`src/rtl/core/skbi_pkg.sv`:
```
// Package for the sorted key bucket insert block: sizes, word types and the
// command and status groups between controller and datapath. No dependencies.
`default_nettype none

package skbi_pkg;

  localparam int MAX_KEYS  = 64;
  localparam int MAX_ITEMS = 4096;

  localparam int KEY_W  = 64;
  localparam int POS_W  = 13;
  localparam int SLOT_W = 6;
  localparam int ADDR_W = $clog2(MAX_KEYS);
  localparam int ENT_W  = $clog2(MAX_KEYS + 1);
  localparam int CNT_W  = $clog2(MAX_ITEMS + 1);

  localparam logic FUNC_START  = 1'b0;
  localparam logic FUNC_SUBMIT = 1'b1;

  typedef struct packed {
    logic             func;
    logic [KEY_W-1:0] material_key;
  } skbi_in_t;

  typedef struct packed {
    logic [POS_W-1:0]  draw_position;
    logic [SLOT_W-1:0] material_slot;
    logic              new_material;
    logic              overflow;
  } skbi_out_t;

  typedef struct packed {
    logic [KEY_W-1:0] key;
    logic [CNT_W-1:0] count;
  } skbi_entry_t;

  localparam int ENTRY_W = $bits(skbi_entry_t);

  typedef struct packed {
    logic load;
    logic seed;
    logic srch_rd;
    logic srch_step;
    logic hit;
    logic sh_init;
    logic sh_rd;
    logic sh_wr;
    logic bump;
    logic insert;
    logic ovf;
    logic out_load;
  } skbi_cmd_t;

  typedef struct packed {
    logic func;
    logic srch_end;
    logic key_eq;
    logic key_gt;
    logic equal;
    logic full;
    logic sh_done;
  } skbi_sts_t;

endpackage

`default_nettype wire

```
`src/rtl/core/skbi_ctrl.sv`:
```
// Controller of the sorted key bucket insert block: sequences search, shift
// and write-back, and owns the handshakes. Depends on skbi_pkg.
`default_nettype none

module skbi_ctrl
  import skbi_pkg::*;
(
  input  wire logic      clk,
  input  wire logic      rst_n,
  input  wire logic      in_valid,
  output logic           in_stall,
  output logic           out_valid,
  input  wire logic      out_stall,
  input  wire skbi_sts_t sts,
  output skbi_cmd_t      cmd
);

  typedef enum logic [3:0] {
    S_IDLE, S_SEED, S_SRD, S_SCMP, S_DECIDE, S_SHRD, S_SHWR, S_INS, S_FIN
  } state_t;

  state_t state_r, state_nxt;
  logic   out_valid_r, out_valid_nxt;

  always_comb begin
    state_nxt     = state_r;
    out_valid_nxt = out_valid_r && out_stall;
    cmd           = '0;
    unique case (state_r)
      S_IDLE: begin
        if (in_valid) begin
          cmd.load  = 1'b1;
          state_nxt = S_SEED;
        end
      end
      S_SEED: begin
        if (sts.func == FUNC_START) begin
          cmd.seed  = 1'b1;
          state_nxt = S_FIN;
        end else begin
          state_nxt = S_SRD;
        end
      end
      S_SRD: begin
        if (sts.srch_end) begin
          state_nxt = S_DECIDE;
        end else begin
          cmd.srch_rd = 1'b1;
          state_nxt   = S_SCMP;
        end
      end
      S_SCMP: begin
        if (sts.key_eq) begin
          cmd.hit   = 1'b1;
          state_nxt = S_DECIDE;
        end else if (sts.key_gt) begin
          state_nxt = S_DECIDE;
        end else begin
          cmd.srch_step = 1'b1;
          state_nxt     = S_SRD;
        end
      end
      S_DECIDE: begin
        if (sts.full) begin
          cmd.ovf   = 1'b1;
          state_nxt = S_FIN;
        end else if (sts.equal) begin
          cmd.bump  = 1'b1;
          state_nxt = S_FIN;
        end else begin
          cmd.sh_init = 1'b1;
          state_nxt   = S_SHRD;
        end
      end
      S_SHRD: begin
        if (sts.sh_done) begin
          state_nxt = S_INS;
        end else begin
          cmd.sh_rd = 1'b1;
          state_nxt = S_SHWR;
        end
      end
      S_SHWR: begin
        cmd.sh_wr = 1'b1;
        state_nxt = S_SHRD;
      end
      S_INS: begin
        cmd.insert = 1'b1;
        state_nxt  = S_FIN;
      end
      S_FIN: begin
        if (!out_valid_r || !out_stall) begin
          cmd.out_load  = 1'b1;
          out_valid_nxt = 1'b1;
          state_nxt     = S_IDLE;
        end
      end
      default: state_nxt = S_IDLE;
    endcase
  end

  always_ff @(posedge clk) begin
    if (!rst_n) begin
      state_r     <= S_IDLE;
      out_valid_r <= 1'b0;
    end else begin
      state_r     <= state_nxt;
      out_valid_r <= out_valid_nxt;
    end
  end

  assign in_stall  = (state_r != S_IDLE);
  assign out_valid = out_valid_r;

endmodule

`default_nettype wire

```
`config.mk`:
```
export PLATFORM = sky130hd
export DESIGN_NAME = skbi_ctrl
export DESIGN_NICKNAME = d
export VERILOG_FILES = /design/src/rtl/core/skbi_pkg.sv /design/src/rtl/core/skbi_ctrl.sv
export SDC_FILE = /design/constraint.sdc
export NUM_CORES = 1
export LEC_CHECK = 0
export ABC_AREA = 0
export ABC_CLOCK_PERIOD_IN_PS = 1040
export BUFFER_PORTS_ARGS = -buffer_cell sky130_fd_sc_hd__buf_2
export CORE_MARGIN = 10
export CORE_UTILIZATION = 30
export DETAILED_ROUTE_END_ITERATION = 6
export MAX_ROUTING_LAYER = met4
export PLACE_DENSITY_LB_ADDON = 0.2
export SETUP_SLACK_MARGIN = 0.02
export SLEW_MARGIN = 20
export SYNTH_ARGS = -nofsm -noshare
export SYNTH_HDL_FRONTEND = slang
export SYNTH_SLANG_ARGS = --single-unit
```
`constraint.sdc`:
```
create_clock -name clk -period 1.04 [get_ports clk]
set_input_delay 0.052 -clock clk [delete_from_list [all_inputs] [get_ports clk]]
set_output_delay 0.052 -clock clk [all_outputs]
set_load 0.005 [all_outputs]
```
# Yosys cells after proc, flatten, opt, wreduce, memory -nomap -nowiden
# Cells that the tools add are included.
[classes] muxes=36 n_reduce_logical=7 n_eq_ne=10
[ops] operator="4-bit one-hot mux with 9 select lines" n=1
[ops] operator="1-bit 2-to-1 mux" n=26
[ops] operator="4-bit 2-to-1 mux" n=6
[ops] operator="4-bit by 3-bit == test with 1-bit output (second input constant)" n=4
[ops] operator="4-bit by 2-bit == test with 1-bit output (second input constant)" n=2
[ops] operator="3-bit 2-to-1 mux" n=2
[ops] operator="4-bit by 1-bit == test with 1-bit output (second input constant)" n=1
[ops] operator="4-bit == test (second input constant)" n=1
[ops] operator="4-bit logical NOT" n=1
[ops] operator="2-bit != test (second input constant)" n=2
[ops] operator="4-bit nonzero test" n=1
[ops] operator="1-bit logical NOT" n=2
[ops] operator="2-bit 2-to-1 mux" n=1
[ops] operator="2-bit AND reduction" n=1
[ops] operator="1-bit logical AND" n=1
[ops] operator="1-bit logical OR" n=1
[totals] ff_bits=5 in_bits=11 word_cells=55

# Depth between registers and ports, before layout
# Gate-level depths: netlist (run 1).
[logic_depth] depth_word=4 depth_mapped=5 depth_no_buf=4

# Worst setup path before layout (run 1)
# No wires, ideal clock.
[synth_path] path_kind="reg-to-reg" startpoint="register state_r[1]" endpoint="register state_r[3]" path_stages_with_launch=5 period_less_slack_ps=1148 path_buffers=1 path_slack_ps=-108 required_time_ps=980 arrival_ps=1089 cell_sequence="dfxtp_1 buf_6 or3_4 a211oi_2 o31a_1"
[synth_via] elab_chain_len=3 elab_cells_between_ends=13
[synth_lines] item="start: declaration" line_no="skbi_ctrl.sv:22" text="state_t state_r, state_nxt;"
[synth_lines] item="start signal: assignment" line_no="skbi_ctrl.sv:107" text="state_r <= state_nxt;"
[synth_lines] item="4-bit == test or 4-bit logical NOT (tied branches)" line_no="skbi_ctrl.sv:29" text="unique case (state_r)"
[synth_lines] item="2-bit != test (no source line)"
[synth_lines] item="2-bit AND reduction (no source line)"
# Parallel ways exist; a longest one is shown, timed or not.
# A chain may end at the register's enable or synchronous reset.

==> impl_results.md, run 1 <==
- Critical Path AT: 1.22 ns
- Setup slack after layout: -0.229 ns
- Crit-path cells: nand2b_1 -> buf_4 -> nor4_4 -> buf_2
- Static Leak: 0.368 nW
- WS Path Type: flip-flop to output pin
- Num CTS Buffers: 3
- Area Growth Syn to Fin: 87.1%
- Synth warnings: 0
- Failing checks: negative setup slack
- Place WS: -0.134 ns
- Worst reg2reg startpoint: state_r[2]$_SDFFE_PN0P_
- Buffer depth of the longest clock path: 2
- Sequential Area: 115 sq um
- Max-Cap Viols: 0
- Fin. max-slew vios: 0
- Clock Skew: 0.00541 ns
- Avg Vias per Cell: 5.04
- Via count: 570
- Clk_lat worst skew: 0.24 ns
- Post-route ant nets: 0
- Clock-pin slew on the worst setup and hold paths: 0.05 ns
- Share of cells above drive strength 1: 0.673
- Max incr delay on CP: 0.36 ns
- Syn Area/Cell: 7.30 sq um
- Initial Util: 0.328
- CTS tree: done
- Die area: 0.00339 sq mm
- TNS Setup: -2.47 ns
- Mapped Area: 438 sq um
- Initial antenna violation count: 0
- Max IR drop VDD: 0.000422 V
- Mapped Nets: 71
- Hold Violations, Final: 0
- Min Tclk post-route: 1.27 ns
- Critical path's top delay family: flip-flops
- Setup crit start kind: flip-flop
- Final setup viols: 17
- PortBufs: 24
- Number of global-route vias before repair: 551
- Root buf cell: clkbuf_4
- Hold path endpoint: state_r[3]$_SDFFE_PN0P_
- Final HPWL DP: 1140 um
- Drt drc: 0
- Iter 0 DRT Violations: 8
- H-tree levels: 1
- Hold Startpoint: rst_n
- Worst Hold Class: input pin to flip-flop
- Tcrit/Tclk final: 1.22
- #FFs+latches synth: 5
- Slowest cell on crit path: dfxtp_4
- Routability cong.: 0.793
- Commonest non-fill, non-tap cells in the layout: buf_2, buf_6, buf_4, nor2_1, nor2_4
- R2r setup slk: -0.13 ns
- Status: complete, but fails checks
- Hold-critical path depth: 2
- RSZ-0062 raised after global routing: yes
- FF-to-FF End: state_r[1]$_SDFFE_PN0P_
- Setup crit end kind: output pin
- Mapped Cells: 60
- Power per cell area: 1020 mW/mm^2
- Reg2reg path depth: 5
- Largest net degree at the start of global routing: 9
- Area of the multi-input gates: 385 sq um
- Die W: 58.2 um
- Core ar.: 0.00133 sq mm
- Mean routed wirelength per cell: 13.8 um
- Total grt overflow: 0
- Fillers: 133
- Unique masters post-synth: 25
- Routed wire length: 1560 um
- Layout net count: 110
- DRT Pass-1 Iters: 4
- Worst Max-Slew Pin Slew: 0.321 ns
- First-pass GRT wire length: 2670 um
- Ports: 25
- Antenna diodes: 0
- Max Clk Rate: 788 MHz
- Critical Path RT: 0.99 ns
- Relative slew slack: 0.784
- Die H: 58.2 um
- GRT Overall Usage: 0.100
- Post-synthesis sequential area ratio: 0.229
- Most common cell after layout, fill and taps aside: buf_2
- Row count: 13
- Sink Count: 5
- CP max FO: 5
- Bufs and invs on worst path: 2
[cells by family after synthesis]
group,count (synthesis),share of synthesized area
simple gates,34,0.440
mux,1,0.0229
flops,5,0.229
buf+inv,8,0.120
compound gates,12,0.189
[report_power, final]
part / internal, W / switching [W]
combinational: 0.000197 / 0.000174
sequential: 0.000210 / 0.0000327
clock: 0.000145 / 0.0000806
[final cells by class]
| cell class | count | share of cell area |
|---|---|---|
| multi-input cells | 47 | 0.470 |
| repair buffers | 38 | 0.316 |
| flip-flops and latches | 5 | 0.140 |
| clock buffers | 4 | 0.0321 |
| well taps | 15 | 0.0229 |
| inverters | 4 | 0.0183 |
[flip-flops by register name, indices dropped and copies added (netlist names)]
signal / count
state_r: 4
out_valid: 1
[cells in the mapped netlist]
cell	number	area, sq um
or3_4	1	11.3
o21bai_1	1	7.51
nand2_1	7	26.3
nand3b_1	1	7.51
o21ai_0	2	10.0
nor3_1	4	20.0
buf_4	2	15.0
buf_6	2	22.5
nor4_2	2	25.0
nor4_1	2	12.5
mux2i_1	1	10.0
a211o_1	1	8.76
nor2_1	10	37.5
or3_1	1	6.26
inv_1	4	15.0
dfxtp_1	5	100
nand2b_1	2	12.5
o211ai_1	1	7.51
a211oi_2	1	12.5
and3_1	2	12.5
o31a_1	1	8.76
a31oi_1	2	12.5
nor3b_1	1	7.51
nand2b_4	1	13.8
a21oi_1	3	15.0
[metal layers]
metal,GRT usage,up-vias,routed length [um]
li1,-,291,-
met1,0.113,260,702
met2,0.152,19,756
met3,0.0414,0,102
met4,0.0403,0,0
met5,-,-,0
[metrics by stage]
step	area, sq um	utilization	hold WS, ns	total power (W)	cells
6_report	820	0.614	0.0566	0.000839	113
4_1_cts	771	0.578	0.0404	0.000807	112
5_1_grt	820	0.614	0.0597	0.000900	113
2_1_floorplan	447	-	0.127	0.000394	60
3_5_place_dp	623	0.467	0.289	0.000499	105
3_3_place_gp	623	0.467	0.305	0.000500	105
[worst max path at each step]
| stage | to | cells after the start | startpoint |
|---|---|---|---|
| floorplan | state_r[3]$_SDFFE_PN0P_ | 4 | state_r[1]$_SDFFE_PN0P_ |
| global placement | state_r[3]$_SDFFE_PN0P_ | 4 | state_r[1]$_SDFFE_PN0P_ |
| detailed placement | state_r[3]$_SDFFE_PN0P_ | 4 | state_r[1]$_SDFFE_PN0P_ |
| CTS | cmd[8] | 4 | state_r[2]$_SDFFE_PN0P_ |
| global route | cmd[0] | 4 | state_r[0]$_SDFFE_PN0P_ |
| finish | cmd[8] | 4 | state_r[2]$_SDFFE_PN0P_ |
[timing repair]
action / in CTS / in global routing
hold buffers: 0 / 0
cloned: 1 / 0
endpoints found under the setup margin: 18 / 17
buffers inserted: 2 / 1
pin swaps: 9 / 7
gates resized for setup: 30 / 11
No activity file was read; power rests on OpenSTA's default activity.
==> run 2, diff against run 1 <==
--- a/config.mk
+++ b/config.mk
@@ -8,8 +8,11 @@
 export ABC_AREA = 0
 export ABC_CLOCK_PERIOD_IN_PS = 1040
 export BUFFER_PORTS_ARGS = -buffer_cell sky130_fd_sc_hd__buf_2
+export CELL_PAD_IN_SITES_DETAIL_PLACEMENT = 1
+export CELL_PAD_IN_SITES_GLOBAL_PLACEMENT = 2
+export CORE_ASPECT_RATIO = 1.2
 export CORE_MARGIN = 10
-export CORE_UTILIZATION = 30
+export CORE_UTILIZATION = 18
 export DETAILED_ROUTE_END_ITERATION = 6
 export MAX_ROUTING_LAYER = met4
 export PLACE_DENSITY_LB_ADDON = 0.2
==> impl_results.md, run 2 (synthesis results as in run 1) <==
- Share of cells above drive strength 1: 0.650 (was 0.673)
- First-pass GRT wire length: 3000 um (was 2670 um)
- Area of the multi-input gates: 372 sq um (was 385 sq um)
- Worst Setup SP: state_r[2]$_SDFFE_PN0P_ (unchanged)
- Min Tclk post-route: 1.26 ns (was 1.27 ns)
- Hold Violations, Final: 0 (unchanged)
- Post-route ant nets: 0 (unchanged)
- Tcrit/Tclk final: 1.21 (was 1.22)
- Comb power frac: 0.425 (was 0.442)
- Sequential Area: 113 sq um (was 115 sq um)
- FF-to-FF End: state_r[0]$_SDFFE_PN0P_ (was state_r[1]$_SDFFE_PN0P_)
- Relative slew slack: 0.817 (was 0.784)
- Antenna diodes: 0 (unchanged)
- Iter 0 DRT Violations: 10 (was 8)
- Setup slack after layout: -0.219 ns (was -0.229 ns)
- Root buf cell: clkbuf_4 (unchanged)
- Die W: 65.0 um (was 58.2 um)
- Drt drc: 0 (unchanged)
- CTS tree: done (unchanged)
- Setup crit start kind: flip-flop (unchanged)
- Die H: 74.0 um (was 58.2 um)
- Power Total: 0.000861 W (was 0.000839 W)
- Largest net degree at the start of global routing: 8 (was 9)
- Clk_lat worst skew: 0.25 ns (was 0.24 ns)
- Routed wire length: 1740 um (was 1560 um)
- Most common cell after layout, fill and taps aside: buf_2 (unchanged)
- Slowest cell on crit path: dfxtp_2 (was dfxtp_4)
- Buffer depth of the longest clock path: 2 (unchanged)
- Net Switching: 0.000304 W (was 0.000288 W)
- PortBufs: 24 (unchanged)
- Commonest non-fill, non-tap cells in the layout: buf_2, buf_4, nand2_1, nor2_1, buf_6 (was buf_2, buf_6, buf_4, nor2_1, nor2_4)
- Mean routed wirelength per cell: 13.3 um (was 13.8 um)
- Area Growth Syn to Fin: 88.0% (was 87.1%)
- Initial Util: 0.190 (was 0.328)
- Avg Vias per Cell: 4.37 (was 5.04)
- Critical Path RT: 0.99 ns (about the same)
- Ports: 25 (unchanged)
- Clock network power share: 0.285 (was 0.269)
- Layout net count: 112 (was 110)
- DRT Pass-1 Iters: 2 (was 4)
- Finished Core Util: 0.357 (was 0.614)
- Power per cell area: 1050 mW/mm^2 (was 1020 mW/mm^2)
- WS Path Type: flip-flop to output pin (unchanged)
- Die area: 0.00481 sq mm (was 0.00339 sq mm)
- Sink Count: 5 (unchanged)
- Routability cong.: 0.824 (was 0.793)
- Static Leak: 0.375 nW (was 0.368 nW)
- Status: complete, but fails checks (unchanged)
- R2r setup slk: -0.13 ns (about the same)
- Worst Max-Slew Pin Slew: 0.272 ns (was 0.321 ns)
- Number of global-route vias before repair: 682 (was 551)
- CP max FO: 6 (was 5)
- Net Sw Frac: 0.353 (was 0.343)
- Row count: 19 (was 13)
- Crit-path cells: buf_4 -> nor4_4 -> buf_2 (was nand2b_1 -> buf_4 -> nor4_4 -> buf_2)
- Worst Hold Class: input pin to flip-flop (unchanged)
- Num CTS Buffers: 3 (unchanged)
- Worst reg2reg startpoint: state_r[0]$_SDFFE_PN0P_ (was state_r[2]$_SDFFE_PN0P_)
- Stages on worst setup path: 3 (was 4)
- RSZ-0062 raised after global routing: yes (unchanged)
- Clock Skew: 0.00226 ns (was 0.00541 ns)
- Flop pwr share: 0.290 (was 0.289)
- Max Clk Rate: 794 MHz (was 788 MHz)
- GRT Overall Usage: 0.0802 (was 0.100)
- Largest register FFs: 4 (unchanged)
- Initial antenna violation count: 0 (unchanged)
- Final HPWL DP: 1440 um (was 1140 um)
- Fillers: 310 (was 133)
- Setup crit end kind: output pin (unchanged)
- Critical Path AT: 1.21 ns (was 1.22 ns)
- Fin. max-slew vios: 0 (unchanged)
- Total grt overflow: 0 (unchanged)
- H-tree levels: 1 (unchanged)
- Via count: 573 (was 570)
- Max incr delay on CP: 0.35 ns (was 0.36 ns)
- Max-Cap Viols: 0 (unchanged)
- Max IR drop VDD: 0.000369 V (was 0.000422 V)
- Bufs and invs on worst path: 2 (unchanged)
- Top reg by flops: state_r (unchanged)
- Final setup viols: 17 (unchanged)
- Core ar.: 0.00231 sq mm (was 0.00133 sq mm)
- Failing checks: negative setup slack (unchanged)
- Reg2reg path depth: 4 (was 5)
- Internal: 0.000558 W (was 0.000552 W)
- Critical Path Sink: cmd[9] (was cmd[8])
- Min Hold Slack: 0.0298 ns (was 0.0566 ns)
- Clock-pin slew on the worst setup and hold paths: 0.05 ns (about the same)
- Critical path's top delay family: flip-flops (unchanged)
-- run 2: cell count changes in the layout (fill, tap and decap cells not counted), moves of 2 or more --
| cell | delta |
|---|---|
| buf_4 | +5 |
| nor2_4 | -2 |
| nand2_2 | -2 |
| buf_6 | -2 |
| nand2_1 | +2 |
-- run 2: final cells by class --
cell class	instances	area share
multi-input combinational	47	0.451
clock buffer	4	0.0319
sequential	5	0.137
timing repair buffer	40	0.315
inverter	4	0.0182
tap	31	0.0471
-- run 2: worst register-to-register path, stage by stage (launching register included) --
cell and delay (ns):
dfxtp_4 0.37, buf_6 0.14, buf_6 0.11, or3_1 0.34
a31oi_1 0.12
-- run 2: layer usage --
metal / GRT usage / wire [um]
met1: 0.0753 / 685
met2: 0.136 / 920
met3: 0.0225 / 104
met4: 0.0643 / 34
met5: - / 0
-- run 2: stage by stage --
step	instances	area, sq um	setup slack [ns]	setup TNS [ns]
global placement	125	673	-0.101	-0.684
CTS	131	811	-0.232	-2.92
global route	131	823	-0.296	-3.73
detailed placement	125	673	-0.121	-0.651
finish	131	823	-0.219	-2.58
floorplan	60	447	-0.0757	-0.0930
-- run 2: worst min path at each step --
stage                       from                 endpoint  slack (ns)  cells past startpoint
after floorplan           sts[4]                   cmd[8]        0.13                      1
after global placement     rst_n  state_r[3]$_SDFFE_PN0P_        0.29                      2
after detailed placement   rst_n  state_r[3]$_SDFFE_PN0P_        0.29                      2
after CTS                  rst_n  state_r[3]$_SDFFE_PN0P_        0.02                      2
after global routing       rst_n  state_r[3]$_SDFFE_PN0P_        0.03                      2
final                      rst_n  state_r[3]$_SDFFE_PN0P_        0.03                      2
-- run 2: repair_timing --
| action | 4_1_cts | 5_1_grt |
|---|---|---|
| gates resized for setup | 26 | 4 |
| setup endpoints to repair | 17 | 17 |
| pin swaps | 4 | 1 |
| buffers inserted | 2 | 0 |
| hold buffers | 0 | 0 |
-- run 2: power groups by stage --
stage / registers [W] / clock network [W] / logic [W]
2_1_floorplan: 0.000223 / 0 / 0.000171
3_3_place_gp: 0.000238 / 0 / 0.000292
3_5_place_dp: 0.000238 / 0 / 0.000290
4_1_cts: 0.000250 / 0.000251 / 0.000362
5_1_grt: 0.000254 / 0.000264 / 0.000402
6_report: 0.000250 / 0.000246 / 0.000366
==> run 3, diff against run 2 <==
--- a/config.mk
+++ b/config.mk
@@ -8,9 +8,9 @@
 export ABC_AREA = 0
 export ABC_CLOCK_PERIOD_IN_PS = 1040
 export BUFFER_PORTS_ARGS = -buffer_cell sky130_fd_sc_hd__buf_2
+export CAP_MARGIN = 20
 export CELL_PAD_IN_SITES_DETAIL_PLACEMENT = 1
 export CELL_PAD_IN_SITES_GLOBAL_PLACEMENT = 2
-export CORE_ASPECT_RATIO = 1.2
 export CORE_MARGIN = 10
 export CORE_UTILIZATION = 18
 export DETAILED_ROUTE_END_ITERATION = 6
==> impl_results.md, run 3 (synthesis results as in run 1) <==
- Status: complete, but fails checks (unchanged)
- Failing checks: negative setup slack (unchanged)
- Min Tclk post-route: 1.24 ns (was 1.26 ns)
- PortBufs: 24 (unchanged)
- Setup crit end kind: output pin (unchanged)
- Die area: 0.00481 sq mm (about the same)
- Worst reg2reg startpoint: state_r[0]$_SDFFE_PN0P_ (unchanged)
- CTS Hold Bufs: 0 (unchanged)
- Num CTS Buffers: 3 (unchanged)
- Iter 0 DRT Violations: 4 (was 10)
- Worst Hold Class: input pin to flip-flop (unchanged)
- Ports: 25 (unchanged)
- Largest register FFs: 4 (unchanged)
- Clock-pin slew on the worst setup and hold paths: 0.05 ns (about the same)
- Max-Cap Viols: 0 (unchanged)
- Final instance area: 945 sq um (was 823 sq um)
- DP Area: 662 sq um (was 673 sq um)
- Final setup viols: 17 (unchanged)
- RSZ-0062 raised after global routing: yes (unchanged)
- Reg2reg path depth: 4 (unchanged)
- Routability cong.: 0.753 (was 0.824)
- GRT Overall Usage: 0.0762 (was 0.0802)
- Most common cell after layout, fill and taps aside: buf_2 (unchanged)
- CTS tree: done (unchanged)
- Sequential Area: 115 sq um (was 113 sq um)
- Critical Path AT: 1.19 ns (was 1.21 ns)
- Core ar.: 0.00225 sq mm (was 0.00231 sq mm)
- Initial antenna violation count: 0 (unchanged)
- Initial Util: 0.194 (was 0.190)
- Worst Max-Slew Pin Slew: 0.296 ns (was 0.272 ns)
- Buffer depth of the longest clock path: 2 (unchanged)
- Area of the multi-input gates: 442 sq um (was 372 sq um)
- Fin. max-slew vios: 0 (unchanged)
- Max incr delay on CP: 0.37 ns (was 0.35 ns)
- Sink Count: 5 (unchanged)
- Layout net count: 117 (was 112)
- Max IR drop VDD: 0.000531 V (was 0.000369 V)
- Finished Core Util: 0.419 (was 0.357)
- Post-route ant nets: 0 (unchanged)
- Hold Violations, Final: 0 (unchanged)
- R2r setup slk: -0.20 ns (was -0.13 ns)
- First-pass GRT wire length: 3060 um (was 3000 um)
- WS Path Type: flip-flop to output pin (unchanged)
- Area Growth Syn to Fin: 116% (was 88.0%)
- Setup slack after layout: -0.200 ns (was -0.219 ns)
- Hold path endpoint: state_r[3]$_SDFFE_PN0P_ (unchanged)
- Clock Skew: 0.00659 ns (was 0.00226 ns)
- Hold-critical path depth: 2 (unchanged)
- Antenna diodes: 0 (unchanged)
- Root buf cell: clkbuf_4 (unchanged)
- Share of cells above drive strength 1: 0.743 (was 0.650)
- Final HPWL DP: 1440 um (about the same)
- Crit-path cells: buf_6 -> nor2_4 -> nand2_2 -> nor3_2 -> buf_2 (was buf_4 -> nor4_4 -> buf_2)
- Static Leak: 0.420 nW (was 0.375 nW)
- Hold Startpoint: rst_n (unchanged)
- Relative slew slack: 0.801 (was 0.817)
- Drt drc: 0 (unchanged)
- Row count: 17 (was 19)
- Tcrit/Tclk final: 1.19 (was 1.21)
- Largest net degree at the start of global routing: 9 (was 8)
- Clk_lat worst skew: 0.25 ns (about the same)
- Max Clk Rate: 807 MHz (was 794 MHz)
- Power per cell area: 995 mW/mm^2 (was 1050 mW/mm^2)
- DRT Pass-1 Iters: 2 (unchanged)
- Top reg by flops: state_r (unchanged)
- Routed wire length: 1850 um (was 1740 um)
- Fillers: 284 (was 310)
- Bufs and invs on worst path: 2 (unchanged)
- H-tree levels: 1 (unchanged)
- Setup crit start kind: flip-flop (unchanged)
- CP max FO: 5 (was 6)
- Via count: 606 (was 573)
- Critical path's top delay family: flip-flops (unchanged)
- Critical Path RT: 0.99 ns (about the same)
- Slowest cell on crit path: dfxtp_4 (was dfxtp_2)
- Die H: 69.3 um (was 74.0 um)
- Commonest non-fill, non-tap cells in the layout: buf_2, buf_4, buf_6 (was buf_2, buf_4, nand2_1, nor2_1, buf_6)
- Number of global-route vias before repair: 664 (was 682)
- Mean routed wirelength per cell: 13.9 um (was 13.3 um)
- Die W: 69.3 um (was 65.0 um)
- Total grt overflow: 0 (unchanged)
- Avg Vias per Cell: 4.56 (was 4.37)
- FF-to-FF End: state_r[0]$_SDFFE_PN0P_ (unchanged)
run 3: changes by cell type in the layout (fill, tap and decap cells not counted), sizes merged:
cell,delta
buf,+5
run 3: routing by layer:
layer  global-route usage  wire [um]  share of wire
met1               0.0875        855           0.46
met2                0.118        907           0.49
met4               0.0333         20          0.011
met3               0.0243         70          0.038
met5                    -          0              0
run 3: power by group:
| group | internal (W) | total [W] | switching [W] |
|---|---|---|---|
| clock network | 0.000146 | 0.000233 | 0.0000877 |
| logic | 0.000246 | 0.000456 | 0.000209 |
| registers | 0.000210 | 0.000251 | 0.0000405 |
run 3: what timing repair did:
item,in CTS,in global routing
gates resized for setup,31,16
setup buffers,2,6
pin swaps,8,12
setup endpoints to repair,18,17
run 3: cell type report:
cell class                      count  area share
Clock buffer                        4      0.0278
Inverter                            4      0.0159
Multi-Input combinational cell     47       0.468
Sequential cell                     5       0.122
Tap cell                           28      0.0371
Timing Repair Buffer               45       0.330
run 3: how the worst max path moves through the flow:
stage                                        from                 endpoint  slack (ns)  cells past startpoint
after floorplan           state_r[1]$_SDFFE_PN0P_  state_r[3]$_SDFFE_PN0P_       -0.08                      4
after global placement    state_r[2]$_SDFFE_PN0P_  state_r[2]$_SDFFE_PN0P_       -0.18                      5
after detailed placement  state_r[2]$_SDFFE_PN0P_  state_r[2]$_SDFFE_PN0P_       -0.16                      5
after CTS                 state_r[2]$_SDFFE_PN0P_                  cmd[10]       -0.22                      3
after global routing      state_r[2]$_SDFFE_PN0P_                   cmd[8]       -0.27                      4
final                     state_r[0]$_SDFFE_PN0P_                   cmd[6]       -0.20                      5
run 3: worst reg2reg max path: stages, from the launching register on:
cell and delay (ns):
dfxtp_4 0.37, buf_6 0.14, buf_6 0.11, or3_1 0.37, a31oi_1 0.16
run 3: metrics by stage:
step	setup WS, ns	instances	total power [W]	setup TNS (ns)	hold WS, ns
6_report	-0.200	133	0.000940	-2.65	0.0347
5_1_grt	-0.274	133	0.00101	-3.82	0.0284
4_1_cts	-0.225	127	0.000898	-2.75	0.0220
3_5_place_dp	-0.162	121	0.000544	-0.897	0.291
3_3_place_gp	-0.177	121	0.000541	-0.611	0.282
2_1_floorplan	-0.0757	60	0.000394	-0.0930	0.127
